===== src/hdl/verlet_circle_particle_defines.svh =====
// Assertion macros shared by the particle block
`ifndef VERLET_CIRCLE_PARTICLE_DEFINES_SVH
`define VERLET_CIRCLE_PARTICLE_DEFINES_SVH
// Implication checked every clock, quiet during reset
`define VCP_ASSERT_IMP(label, clk, rstn, ante, cons) \
    label: assert property (@(posedge clk) disable iff (!rstn) (ante) |-> (cons)) \
        else $error("%s failed", "label");
// Next-cycle implication checked every clock, quiet during reset
`define VCP_ASSERT_NXT(label, clk, rstn, ante, cons) \
    label: assert property (@(posedge clk) disable iff (!rstn) (ante) |=> (cons)) \
        else $error("%s failed", "label");
`endif


===== src/hdl/vcp_pkg.sv =====
package vcp_pkg;
    localparam logic [2:0] REQ_ACCEL   = 3'd0;
    localparam logic [2:0] REQ_STEP    = 3'd1;
    localparam logic [2:0] REQ_CLAMP   = 3'd2;
    localparam logic [2:0] REQ_TEST    = 3'd3;
    localparam logic [2:0] REQ_RESOLVE = 3'd4;
    localparam logic [2:0] REQ_SETVEL  = 3'd5;
    localparam logic [2:0] REQ_ADDVEL  = 3'd6;
    localparam logic [2:0] REQ_SETPOS  = 3'd7;

    localparam logic [1:0] CFG_STEP_TIME    = 2'd0;
    localparam logic [1:0] CFG_BODY_RADIUS  = 2'd1;
    localparam logic [1:0] CFG_WORLD_WIDTH  = 2'd2;
    localparam logic [1:0] CFG_WORLD_HEIGHT = 2'd3;

    localparam int DT_FRAC   = 24;
    localparam int NORM_FRAC = 29;

    // saturate a 66-bit signed value to 32 bits
    function automatic logic signed [31:0] sat32(input logic signed [65:0] v);
        logic signed [31:0] r;
        if (v > 66'sh0_7FFF_FFFF) r = 32'sh7FFF_FFFF;
        else if (v < -66'sh0_8000_0000) r = 32'sh8000_0000;
        else r = v[31:0];
        return r;
    endfunction

    // divider command / status between sequencer and divider
    typedef struct packed {
        logic               start;
        logic signed [65:0] num;
        logic        [33:0] den;
    } div_cmd_t;

    typedef struct packed {
        logic               done;
        logic signed [65:0] quo;
    } div_rsp_t;
endpackage


===== src/hdl/vcp_divider.sv =====
// Restoring signed divider, one quotient bit a cycle, quotient truncated toward zero
module vcp_divider (
    input  logic              aclk,
    input  logic              aresetn,
    input  vcp_pkg::div_cmd_t cmd,
    output vcp_pkg::div_rsp_t rsp
);
    localparam int NB = 66;
    logic [NB-1:0] rem_reg, quo_reg;
    logic [33:0]   den_reg;
    logic          neg_reg, busy_reg, done_reg;
    logic [6:0]    cnt_reg;
    logic [NB:0]   trial;
    logic [NB-1:0] shifted;

    always_comb begin
        shifted = {rem_reg[NB-2:0], quo_reg[NB-1]};
        trial   = {1'b0, shifted} - {{(NB-33){1'b0}}, den_reg};
    end

    always_ff @(posedge aclk) begin
        if (!aresetn) begin
            busy_reg <= 1'b0;
            done_reg <= 1'b0;
            cnt_reg  <= '0;
        end else begin
            done_reg <= 1'b0;
            if (cmd.start) begin
                busy_reg <= 1'b1;
                cnt_reg  <= 7'(NB);
                rem_reg  <= '0;
                quo_reg  <= cmd.num[NB-1] ? 66'(-cmd.num) : cmd.num;
                den_reg  <= cmd.den;
                neg_reg  <= cmd.num[NB-1];
            end else if (busy_reg) begin
                if (!trial[NB]) begin
                    rem_reg <= trial[NB-1:0];
                    quo_reg <= {quo_reg[NB-2:0], 1'b1};
                end else begin
                    rem_reg <= shifted;
                    quo_reg <= {quo_reg[NB-2:0], 1'b0};
                end
                cnt_reg <= cnt_reg - 7'd1;
                if (cnt_reg == 7'd1) begin
                    busy_reg <= 1'b0;
                    done_reg <= 1'b1;
                end
            end
        end
    end

    assign rsp.done = done_reg;
    assign rsp.quo  = neg_reg ? -$signed(quo_reg) : $signed(quo_reg);
endmodule


===== config.mk =====
export PLATFORM = sky130hd
export DESIGN_NAME = vcp_divider
export DESIGN_NICKNAME = d
export VERILOG_FILES = /design/src/hdl/verlet_circle_particle_defines.svh /design/src/hdl/vcp_pkg.sv /design/src/hdl/vcp_divider.sv
export SDC_FILE = /design/constraint.sdc
export NUM_CORES = 1
export LEC_CHECK = 0
export ABC_AREA = 1
export BUFFER_PORTS_ARGS = -buffer_cell sky130_fd_sc_hd__buf_2
export CORE_MARGIN = 5
export CORE_UTILIZATION = 32
export CTS_CLUSTER_SIZE = 25
export DETAILED_ROUTE_END_ITERATION = 10
export PLACE_DENSITY = 0.59
export SYNTH_ARGS = -nofsm -noshare
export SYNTH_HDL_FRONTEND = slang
export SYNTH_SLANG_ARGS = --single-unit

===== constraint.sdc =====
create_clock -name aclk -period 8.3 [get_ports aclk]
set_input_delay 0.83 -clock aclk [delete_from_list [all_inputs] [get_ports aclk]]
set_output_delay 0.83 -clock aclk [all_outputs]
set_load 0.005 [all_outputs]

Word-level counts from Yosys, hierarchy flattened. Cells that the tools add are included.

Bits in read-only memories: 0. Bits in latches: 0. Bits in registers: 175. Memory bits (writable): 0. Memories: 0. Output and inout port bits: 67. Word-level logic and storage cells: 33. Input port bits: 103.

Div/mod/pow operators: 0. Reductions and logical operators: 5. Bitwise operators: 2. Order comparisons: 0. Shift-type cells: 0. Mux-type cells: 13. Equality and inequality tests: 1. Add/sub/neg operators: 4. Multipliers: 0.

Operators by type and width (count): $mux 66 (4); $neg 66->66 (2); $mux 65 (2); $sub 66x34->67 (1); $mux 7 (2); $eq 7x1->1 const B (1); $sub 7x1->7 const B (1); $mux 1 (5); $reduce_and 2->1 (2); $reduce_or 3->1 (1); $not 1->1 (2); $reduce_bool 2->1 (1); $reduce_or 2->1 (1).

Logic depth before layout (Yosys ltp). Gate-level depths: netlist (run 1).

Depth after elaboration: 4. Gate-level depth with buffers: 18.

Least setup slack after synthesis (run 1). No wires, ideal clock.

Path kind: input -> register. Start: input port cmd[100] (netlist bit). End: register quo_reg[0], enable pin. Setup time: 0.495 ns. Buffers on the path: 1. Path slack: 3.814 ns. Arrival: 3.991 ns. Cell stages on the path: 3. Cells stage by stage: clkbuf_1 -> nand2_1 -> nand2_1.

Word-level cells in the longest chain between the ends: 2.

RTL lines: start: declaration (line vcp_divider.sv:5) `input vcp_pkg::div_cmd_t cmd,`; $reduce_bool 2->1 (no line); $reduce_and 2->1 (no line); end signal: assignment (line vcp_divider.sv:32) `quo_reg <= cmd.num[NB-1] ? 66'(-cmd.num) : cmd.num;`; end signal: assignment (line vcp_divider.sv:38) `quo_reg <= {quo_reg[NB-2:0], 1'b1};`; end signal: assignment (line vcp_divider.sv:41) `quo_reg <= {quo_reg[NB-2:0], 1'b0};`; end: declaration (line vcp_divider.sv:9) `logic [NB-1:0] rem_reg, quo_reg;`.

Every way passes these cells. A chain may end at the register's enable or synchronous reset.

==> metrics.md, run 1 <==
| Metric | Value |
|---|---|
| Initial antenna violation count | 0 |
| Vias per cell | 4.943 |
| Final critical-path share of the clock period | 48.31% |
| Post-layout min period | 4.010 ns |
| Reg2reg start | quo_reg[65]$_DFFE_PP_ |
| Worst Hold Margin | 0.4594 ns |
| Status | finished clean |
| Largest net degree at the start of global routing | 101 |
| Initial Util | 32.16% |
| CP Capture Type | primary output |
| Slew Viols, Final | 0 |
| Drc violations | 0 |
| Port Buffers | 169 |
| CTS tree | done |
| VDD IR max | 0.1176 mV |
| Worst path slowest cell | edfxtp_1 |
| Seq pwr share | 38.8% |
| Nets@finish | 2731 |
| Max Buffers Root-to-Sink | 2 |
| WP data arrival | 3.18 ns |
| Layout cells sized above 1 | under 10% |
| CP Max Fanout | 8 |
| Synth top cells by count | 823 x nand2_1, 361 x inv_1, 356 x nor2_1 |
| Detail Route Antenna Nets | 0 |
| Root Buffer | clkbuf_16 |
| Post-Syn Area per Cell | 6.393 um^2 |
| Yosys cell types | 47 |
| CP Launch Type | register |
| Post-synthesis cell count | between 2000 and 2500 |
| Grt total ovfl | 0 |
| Routed vias | 15940 |
| Placeable Area | 48650 um^2 |
| Maximum operating frequency | 249.4 MHz |
| Hold Startpoint | cnt_reg[6]$_SDFFE_PN0N_ |
| Psw | around 1.1 mW |
| Area contributors post-synth | edfxtp_1 32%, nand2_1 20%, inv_1 8.7% |
| Postcts setup bufs | 0 |
| Net Sw Frac | between 30% and 40% |
| R2R depth | 12 |
| Detailed-route wire length | ~56000 um |
| Diode count | 0 |
| Async set or reset register ratio after synthesis | 0% |
| Max reg flops | 66 |
| Max Cap Viol | 0 |
| Chip height | between 200 and 250 um |
| GPL Wtd Cong | 0.9367 |
| Initial DRC Count | 1206 |
| Cell Rows | between 80 and 90 |
| Req. time, crit path | 7.47 ns |
| Pwr/cell area | 168.7 nW/um^2 |
| Yosys warnings | 0 |
| Clock sink count | approximately 180 |
| Int Pwr | 1.862 mW |
| CP peak stage delay | 0.46 ns |
| CP Cell Sequence | clkinv_1 -> ha_1 -> nand2_1 -> nor2_1 -> inv_1 -> nor2_1 -> xor2_1 -> nand2_1 -> o21ai_0 -> buf_2 |
| Fill count | about 5400 |
| Htree depth | 4 |
| Hold buffers post-CTS | 0 |
| Vias in the first global route | roughly 16000 |
| Setup CP Type | reg2out |
| EDFF count, synth | 166 |
| Worst-path clk slew | 0.07 ns |
| Worst-Margin Slew | 1.107 ns |
| Initial DRT Pass Iterations | 5 |
| Top Ports | 170 |
| First-pass GRT wire length | 86730 um |
| Synth Flop Type | edfxtp_1 |
| Comb pwr share | 32.2% |
| Yosys top cell by area | edfxtp_1 |
| Most numerous cell in the Yosys netlist | nand2_1 |
| Post-synthesis sequential element count | 175 |
| Clock power frac | 29.0% |
| LEAKAGE | 8.244 nW |
| Setup-failing EPs final | 0 |
| Hold path cells | 2 |
| Area growth from synthesis to layout | 13.14% |
| Setup crit start | quo_reg[0]$_DFFE_PP_ |
| Seq/Total Area, Yosys | 33.02% |
| Synthesized net count | 2589 |
| Die area | 53400 um^2 |
| Clock buffer count from CTS | 17 |
| Worst min path class | reg2reg |
| Dpl hpwl | around 45000 um |
| Clk_skew | 0.02158 ns |
| Synth Cell Area | 15640 um^2 |
| GRT Util Overall | approximately a fifth |
| Yosys top cell area share | 31.87% |
| # resized after CTS | 0 |
| Routed len/inst | 17.23 um |
| Worst-skew pair later-pin latency | 0.48 ns |
| TNS Setup | 0 ns |
| Final Hold Viols | 0 |
| Die width | 231.1 um |
| RSZ-0062 raised after global routing | no |
| Slew margin rel. | 26.22% |
-- critical path, delay by kind of cell, from the launching register on --
family          cells  cell delay (ns)
xor+xnor            1             0.17
buf+inv             3             0.56
simple gates        4             0.91
compound gates      1             0.32
flops               1             0.46
fa+ha+maj           1             0.29
-- final timing paths --
check	to	slack, ns
hold reg to reg	cnt_reg[6]$_SDFFE_PN0N_	0.46
setup reg to reg	rem_reg[29]$_SDFFCE_PP0P_	4.88
setup / recovery	rsp[24]	4.29
hold / removal	cnt_reg[6]$_SDFFE_PN0N_	0.46
-- cells in the final DEF, fill, tap and decap left out, types with 4 or more instances in the layout --
master,Yosys,routed
a21oi_1,76,76
a31oi_1,5,5
and2_1,4,4
buf_2,5,169
buf_4,5,7
clkbuf_16,0,17
dfxtp_1,9,9
edfxtp_1,166,166
ha_1,38,38
inv_1,361,360
inv_2,5,5
nand2_1,823,822
nand2_2,7,7
nand3_1,119,119
nand3b_1,9,9
nand4_1,64,64
nor2_1,356,356
nor2_2,10,10
nor3_1,38,38
nor3b_1,4,4
nor4_1,5,5
o21ai_0,91,91
o21ai_1,37,37
o31ai_1,5,5
or2_2,8,8
xnor2_1,35,35
xor2_1,98,98
-- layout make-up --
type                       count  area [um^2]  share of cell area, %
clock buffer                  17        425.4                  2.404
clock inverter                15        198.9                  1.124
sequential                   175         5165                  29.18
inverter                     368         1383                  7.812
multi-input combinational   1851         8850                  50.00
tap                          622        778.2                  4.397
timing repair buffer         176        898.4                  5.076
-- cell families (layout without fill, tap and decap cells) --
| family | count (synthesis) | in the layout | share of synthesized area [%] |
|---|---|---|---|
| buf+inv | 421 | 576 | 10.45 |
| compound gates | 225 | 225 | 7.519 |
| flops | 175 | 175 | 33.02 |
| fa+ha+maj | 39 | 39 | 3.168 |
| xor+xnor | 133 | 133 | 7.447 |
| simple gates | 1454 | 1454 | 38.39 |
-- power by group through the flow --
stage | registers [mW] | logic [mW] | clock network, mW
after floorplan | 1.16 | 0.637 | 0
after global placement | 1.17 | 0.950 | 0
after detailed placement | 1.18 | 0.952 | 0
after CTS | 1.16 | 0.957 | 0.882
after global routing | 1.17 | 1.07 | 0.919
final | 1.16 | 0.960 | 0.866
-- through the flow --
| stage | cells | worst slack, ns | util, % | area, um^2 | total power [mW] |
|---|---|---|---|---|---|
| 2_1_floorplan | 2447 | 3.814 | - | 15640 | 1.795 |
| 3_3_place_gp | 3192 | 4.746 | 35.10 | 17070 | 2.122 |
| 3_5_place_dp | 3192 | 4.721 | 35.10 | 17070 | 2.128 |
| 4_1_cts | 3224 | 4.208 | 36.38 | 17700 | 2.997 |
| 5_1_grt | 3224 | 4.064 | 36.38 | 17700 | 3.163 |
| 6_report | 3224 | 4.290 | 36.38 | 17700 | 2.985 |
-- metal layers --
metal,global-route usage [%],part of all wire (%)
met1,27.02,45
met2,35.07,47
met3,2.475,4.7
met4,7.615,3.5
met5,0,0
Note: power is estimated with default switching activity, not from simulation.
==> run 2: changes to the inputs <==
--- a/config.mk
+++ b/config.mk
@@ -11,7 +11,7 @@
 export CORE_UTILIZATION = 32
 export CTS_CLUSTER_SIZE = 25
 export DETAILED_ROUTE_END_ITERATION = 10
-export PLACE_DENSITY = 0.59
+export PLACE_DENSITY = 0.6
 export SYNTH_ARGS = -nofsm -noshare
 export SYNTH_HDL_FRONTEND = slang
 export SYNTH_SLANG_ARGS = --single-unit
==> constraint.sdc (replaced) <==
create_clock -name aclk -period 3.45 [get_ports aclk]
set_input_delay 0.345 -clock aclk [delete_from_list [all_inputs] [get_ports aclk]]
set_output_delay 0.345 -clock aclk [all_outputs]
set_load 0.005 [all_outputs]
==> run 2 against run 1 <==
Against the previous run:
- final cell count up 0.28%
- flip-flop and latch count unchanged
- sequential power up 140%
- largest power group unchanged
==> metrics.md, run 2 (synthesis results as in run 1) <==
| Metric | Value |
|---|---|
| Critical R2R Capture | rem_reg[18]$_SDFFCE_PP0P_ (was rem_reg[29]$_SDFFCE_PP0P_) |
| Delay-heaviest family, CP | buffers and inverters (was simple AND/OR/NAND/NOR gates) |
| Pwr/cell area | 400.8 nW/um^2 (was 168.7 nW/um^2) |
| Initial DRC Count | 1186 (was 1206) |
| Cell Rows | 81 (unchanged) |
| CTS tree | done (unchanged) |
| Setup crit start | quo_reg[0]$_DFFE_PP_ (unchanged) |
| Fill count | 5341 (was 5366) |
| Slew Viols, Final | 0 (unchanged) |
| Commonest non-fill, non-tap cell in the layout | nand2_1 (unchanged) |
| Nets@finish | 2740 (was 2731) |
| Layout Utilization | 36.64% (was 36.38%) |
| Grt total ovfl | 0 (unchanged) |
| Worst path slowest cell | o21ai_0 (was edfxtp_1) |
| Detail Route Antenna Nets | 0 (unchanged) |
| TNS Setup | 0 ns (unchanged) |
| Reg2reg start | quo_reg[65]$_DFFE_PP_ (unchanged) |
| Drc violations | 0 (unchanged) |
| First-pass GRT wire length | 87410 um (was 86730 um) |
| Vias in the first global route | 15820 (was 15660) |
| # resized after CTS | 0 (unchanged) |
| Clock sink count | 175 (unchanged) |
| Largest net degree at the start of global routing | 84 (was 101) |
| RSZ-0062 raised after global routing | no (unchanged) |
| Top Ports | 170 (unchanged) |
| Worst-Margin Slew | 0.9842 ns (was 1.107 ns) |
| GRT Util Overall | 20.96% (was 20.61%) |
| Initial Util | 32.16% (unchanged) |
| Slew margin rel. | 34.39% (was 26.22%) |
| Htree depth | 4 (unchanged) |
| CP Capture Type | primary output (unchanged) |
| Critical path endpoint | rsp[30] (was rsp[24]) |
| Area growth from synthesis to layout | 13.96% (was 13.14%) |
| Final critical-path share of the clock period | 95.91% |
| Die area | 53400 um^2 (unchanged) |
| Status | finished clean (unchanged) |
| Diode count | 0 (unchanged) |
| Initial DRT Pass Iterations | 5 (unchanged) |
| Root Buffer | clkbuf_16 (unchanged) |
| Most frequent cells in the layout | 822 x nand2_1, 360 x inv_1, 356 x nor2_1 (unchanged) |
| Port Buffers | 169 (unchanged) |
| Req. time, crit path | 3.11 ns (was 7.47 ns) |
| Clk_skew | 0.01512 ns (was 0.02158 ns) |
| Setup-failing EPs final | 0 (unchanged) |
| Dpl hpwl | 46550 um (was 45110 um) |
| Clock buffer count from CTS | 17 (unchanged) |
| Buf/Inv on CP | 3 (unchanged) |
| Max reg flops | 66 (unchanged) |
| Post-layout min period | around 3.3 ns |
| Maximum operating frequency | 302.2 MHz |
| Layout cells sized above 1 | 9.881% (was 9.531%) |
| Max Cap Viol | 0 (unchanged) |
| Final Hold Viols | 0 (unchanged) |
| Crit path depth | 9 (was 10) |
| WP data arrival | 2.96 ns (was 3.18 ns) |
| Minimum setup slack among reg-to-reg paths | 0.27 ns (was 4.88 ns) |
| VDD IR max | 0.3095 mV (was 0.1176 mV) |
| Worst-skew pair later-pin latency | 0.47 ns (was 0.48 ns) |
| Initial antenna violation count | 0 (unchanged) |
| Max Buffers Root-to-Sink | 2 (unchanged) |
| Hold buffers post-CTS | 0 (unchanged) |
| R2R depth | 13 (was 12) |
| Crit-path most repeated cell | nor2_1 |
| Worst-path clk slew | 0.08 ns (was 0.07 ns) |
| Placeable Area | 48650 um^2 (unchanged) |
| LEAKAGE | 8.310 nW (was 8.244 nW) |
| Postcts setup bufs | 0 (unchanged) |
| Routed len/inst | 17.53 um (was 17.23 um) |
| CP Max Fanout | 8 (unchanged) |
| Vias per cell | 4.913 (was 4.943) |
| CP Launch Type | register (unchanged) |
| Die width | 231.1 um (unchanged) |
| Routed vias | 15880 (was 15940) |
| CP peak stage delay | 0.52 ns (was 0.46 ns) |
| Chip height | 231.1 um (unchanged) |
| Worst min path class | in2reg (was reg2reg) |
| Detailed-route wire length | 56680 um (was 55540 um) |
| GPL Wtd Cong | 0.9391 (was 0.9367) |
| Setup CP Type | reg2out (unchanged) |
| CP Cell Sequence | clkinv_1 -> ha_1 -> inv_1 -> nor2_1 -> nand2_1 -> nor2_1 -> xor2_1 -> o21ai_0 -> buf_2 (was clkinv_1 -> ha_1 -> nand2_1 -> nor2_1 -> inv_1 -> nor2_1 -> xor2_1 -> nand2_1 -> o21ai_0 -> buf_2) |
==> run 2: changes by cell type in the layout (fill, tap and decap cells not counted), sizes merged <==
cell	change
inv	+1
clkinv	+1
buf	+9
bufinv	-1
clkinvlp	-1
==> run 2: final cells by class <==
class / instances / area, um^2 / area share [%]
Timing Repair Buffer: 185 / 1016 / 5.699
Tap cell: 622 / 778.2 / 4.366
Sequential cell: 175 / 5165 / 28.97
Inverter: 368 / 1383 / 7.756
Clock buffer: 17 / 425.4 / 2.386
Clock inverter: 15 / 195.2 / 1.095
Multi-Input combinational cell: 1851 / 8864 / 49.72
==> run 2: report_power, final <==
part           switching, mW  internal, mW  total (mW)
Sequential             0.167          2.62        2.78
Clock                  0.996          1.05        2.04
Combinational           1.55         0.766        2.32
==> run 2: per-layer routing <==
metal / GRT usage (%) / share of wire [%]
met1: 26.99 / 44
met2: 35.01 / 46
met3: 3.222 / 4.7
met4: 9.175 / 4.6
met5: 0 / 0
==> run 2: worst min path at each step <==
stage	startpoint	to	slack (ns)	cells past startpoint
3_3_place_gp	cnt_reg[6]$_SDFFE_PN0N_	cnt_reg[6]$_SDFFE_PN0N_	0.45	2
3_5_place_dp	cnt_reg[6]$_SDFFE_PN0N_	cnt_reg[6]$_SDFFE_PN0N_	0.46	2
5_1_grt	cmd[3]	den_reg[3]$_DFFE_PP_	0.02	1
2_1_floorplan	cnt_reg[6]$_SDFFE_PN0N_	cnt_reg[6]$_SDFFE_PN0N_	0.43	2
6_report	cmd[1]	den_reg[1]$_DFFE_PP_	0.05	1
4_1_cts	cmd[1]	den_reg[1]$_DFFE_PP_	0.01	1
==> run 2: metrics by stage <==
step	power [mW]	area, um^2	hold slack [ns]	setup slack, ns	instances
4_1_cts	7.191	17820	0.01417	0.04632	3233
2_1_floorplan	4.309	15650	0.4348	0.7001	2447
3_3_place_gp	5.115	17200	0.4492	0.3582	3201
5_1_grt	7.591	17830	0.01783	0.04226	3233
3_5_place_dp	5.131	17200	0.4567	0.2544	3201
6_report	7.145	17830	0.04514	0.1412	3233
==> run 3: changes to the inputs <==
--- a/config.mk
+++ b/config.mk
@@ -11,6 +11,7 @@
 export CORE_UTILIZATION = 32
 export CTS_CLUSTER_SIZE = 25
 export DETAILED_ROUTE_END_ITERATION = 10
+export MAX_ROUTING_LAYER = met4
 export PLACE_DENSITY = 0.6
 export SYNTH_ARGS = -nofsm -noshare
 export SYNTH_HDL_FRONTEND = slang
==> run 3 against run 2 <==
Against the previous run:
- count of clock-buffer cells in the layout is the same
- utilization grew 0.11 points
- routed wire length grew 1.1%
- clock skew grew 0.00087 ns
- combinational power is essentially flat
- maximum frequency shrank 0.92%
- hold slack lost 0.0064 ns
- clock power grew 11%
- sequential share of layout area shrank 0.085 points
- non-clock buffer count is the same
- critical path type unchanged
==> metrics.md, run 3 (synthesis results as in run 1) <==
| Metric | Value |
|---|---|
| Final Non-Filler Cells | 3233 (unchanged) |
| Worst-Margin Slew | 0.9293 ns (was 0.9842 ns) |
| Top Ports | 170 (unchanged) |
| Layout Utilization | 36.75% (was 36.64%) |
| Htree depth | 4 (unchanged) |
| Setup-failing EPs final | 0 (unchanged) |
| Dpl hpwl | 47080 um (was 46550 um) |
| Final Hold Viols | 0 (unchanged) |
| Diode count | 0 (unchanged) |
| CP Cell Sequence | clkinv_1 -> ha_1 -> nand2_1 -> nor2_1 -> buf_4 -> inv_1 -> nor2_1 -> xor2_1 -> nand2_1 -> o21ai_0 -> buf_2 (was clkinv_1 -> ha_1 -> inv_1 -> nor2_1 -> nand2_1 -> nor2_1 -> xor2_1 -> o21ai_0 -> buf_2) |
| Most frequent cells in the layout | 822 x nand2_1, 360 x inv_1, 356 x nor2_1 (unchanged) |
| Initial antenna violation count | 0 (unchanged) |
| Area growth from synthesis to layout | 14.29% (was 13.96%) |
| Largest net degree at the start of global routing | 84 (unchanged) |
| Grt total ovfl | 0 (unchanged) |
| Max Buffers Root-to-Sink | 2 (unchanged) |
| Delay-heaviest family, CP | buffers and inverters (unchanged) |
| Hold buffers post-CTS | 0 (unchanged) |
| GRT Util Overall | 21.70% (was 20.96%) |
| Reg2reg start | quo_reg[65]$_DFFE_PP_ (unchanged) |
| Chip height | 231.1 um (unchanged) |
| Slew margin rel. | 38.05% (was 34.39%) |
| Worst-skew pair later-pin latency | 0.48 ns (was 0.47 ns) |
| Max reg flops | 66 (unchanged) |
| Buf/Inv on CP | 4 (was 3) |
| CP Max Fanout | 8 (unchanged) |
| Worst Hold Margin | 0.03874 ns (was 0.04514 ns) |
| Power Total | 7.365 mW (was 7.145 mW) |
| First-pass GRT wire length | 87750 um (was 87410 um) |
| Max Cap Viol | 0 (unchanged) |
| Placed Cells | 3201 (unchanged) |
| Setup CP Type | reg2out (unchanged) |
| Routed vias | 15930 (was 15880) |
| Die width | 231.1 um (unchanged) |
| Worst-path clk slew | 0.08 ns (about the same) |
| Slew Viols, Final | 0 (unchanged) |
| Root Buffer | clkbuf_16 (unchanged) |
| Routed len/inst | 17.73 um (was 17.53 um) |
| Initial DRC Count | 1209 (was 1186) |
| Layout cells sized above 1 | 9.881% (unchanged) |
| Port Buffers | 169 (unchanged) |
| Die area | 53400 um^2 (unchanged) |
| Clk_skew | 0.01599 ns (was 0.01512 ns) |
| Worst path slowest cell | edfxtp_1 (was o21ai_0) |
| Initial Util | 32.16% (unchanged) |
| VDD IR max | 0.3511 mV (was 0.3095 mV) |
| Clock buffer count from CTS | 17 (unchanged) |
| Maximum operating frequency | 299.4 MHz (was 302.2 MHz) |
| Commonest non-fill, non-tap cell in the layout | nand2_1 (unchanged) |
| Vias per cell | 4.929 (was 4.913) |
| Worst min path class | in2reg (unchanged) |
| Fill count | 5393 (was 5341) |
| Final critical-path share of the clock period | 96.80% (was 95.91%) |
| Pwr/cell area | 412.0 nW/um^2 (was 400.8 nW/um^2) |
| Drc violations | 0 (unchanged) |
| Cell Rows | 81 (unchanged) |
| Status | finished clean (unchanged) |
| LEAKAGE | 8.332 nW (was 8.310 nW) |
| Hold Startpoint | cmd[13] (was cmd[1]) |
| Vias in the first global route | 15790 (was 15820) |
| Clock sink count | 175 (unchanged) |
| CP peak stage delay | 0.51 ns (was 0.52 ns) |
| CP Launch Type | register (unchanged) |
| CP Capture Type | primary output (unchanged) |
| Post-layout min period | 3.340 ns (was 3.309 ns) |
| Req. time, crit path | 3.11 ns (about the same) |
| Detailed-route wire length | 57310 um (was 56680 um) |
| CTS tree | done (unchanged) |
| Nets@finish | 2740 (unchanged) |
| TNS Setup | 0 ns (unchanged) |
| GPL Wtd Cong | 0.9602 (was 0.9391) |
| Detail Route Antenna Nets | 0 (unchanged) |
| Placeable Area | 48650 um^2 (unchanged) |
| Setup crit start | quo_reg[0]$_DFFE_PP_ (unchanged) |
| WP data arrival | 2.99 ns (was 2.96 ns) |
| RSZ-0062 raised after global routing | no (unchanged) |
| Initial DRT Pass Iterations | 6 (was 5) |
## run 3: changes by cell type in the layout (fill, tap and decap cells not counted)
cell / delta
inv_8: -1
clkinv_4: -3
clkinv_8: -1
bufinv_16: +3
clkinvlp_4: +1
inv_6: +1
## run 3: per-layer routing
layer,track usage (%),wire (um)
met5,-,0
met4,9.268,2555
met3,1.936,2260
met2,36.12,27160
met1,27.22,25330
## run 3: final cells by class
cell class / count / area, um^2 / area share, %
multi-input cells: 1851 / 8864 / 49.58
flip-flops and latches: 175 / 5165 / 28.89
inverters: 368 / 1383 / 7.733
repair buffers: 185 / 1016 / 5.683
well taps: 622 / 778.2 / 4.353
clock buffers: 17 / 425.4 / 2.379
clock inverters: 15 / 247.7 / 1.386
## run 3: timing repair
action                     CTS  global route
buffers inserted             0             0
setup endpoints to repair    0             2
gates resized for setup      0             2
## run 3: path summary, 6_finish.rpt
check / end / slack [ns] / cells past startpoint
setup / recovery: rsp[24] / 0.11 / 11
hold / removal: den_reg[13]$_DFFE_PP_ / 0.04 / 1
setup reg to reg: rem_reg[14]$_SDFFCE_PP0P_ / 0.24 / 13
hold reg to reg: cnt_reg[6]$_SDFFE_PN0N_ / 0.48 / 2
## run 3: metrics by stage
stage / area [um^2] / worst slack [ns]
final: 17880 / 0.1104
after global routing: 17880 / 0.004816
after CTS: 17870 / 0.03557
after detailed placement: 17200 / 0.2521
after global placement: 17200 / 0.3371
after floorplan: 15650 / 0.7001
## run 3: power breakdown
part	total, mW	leakage, nW	internal [mW]	switching, mW
Combinational	2.32	6.32	0.766	1.55
Sequential	2.79	1.69	2.62	0.169
Clock	2.26	0.324	1.26	1.00
Total	7.37	8.33	4.64	2.73
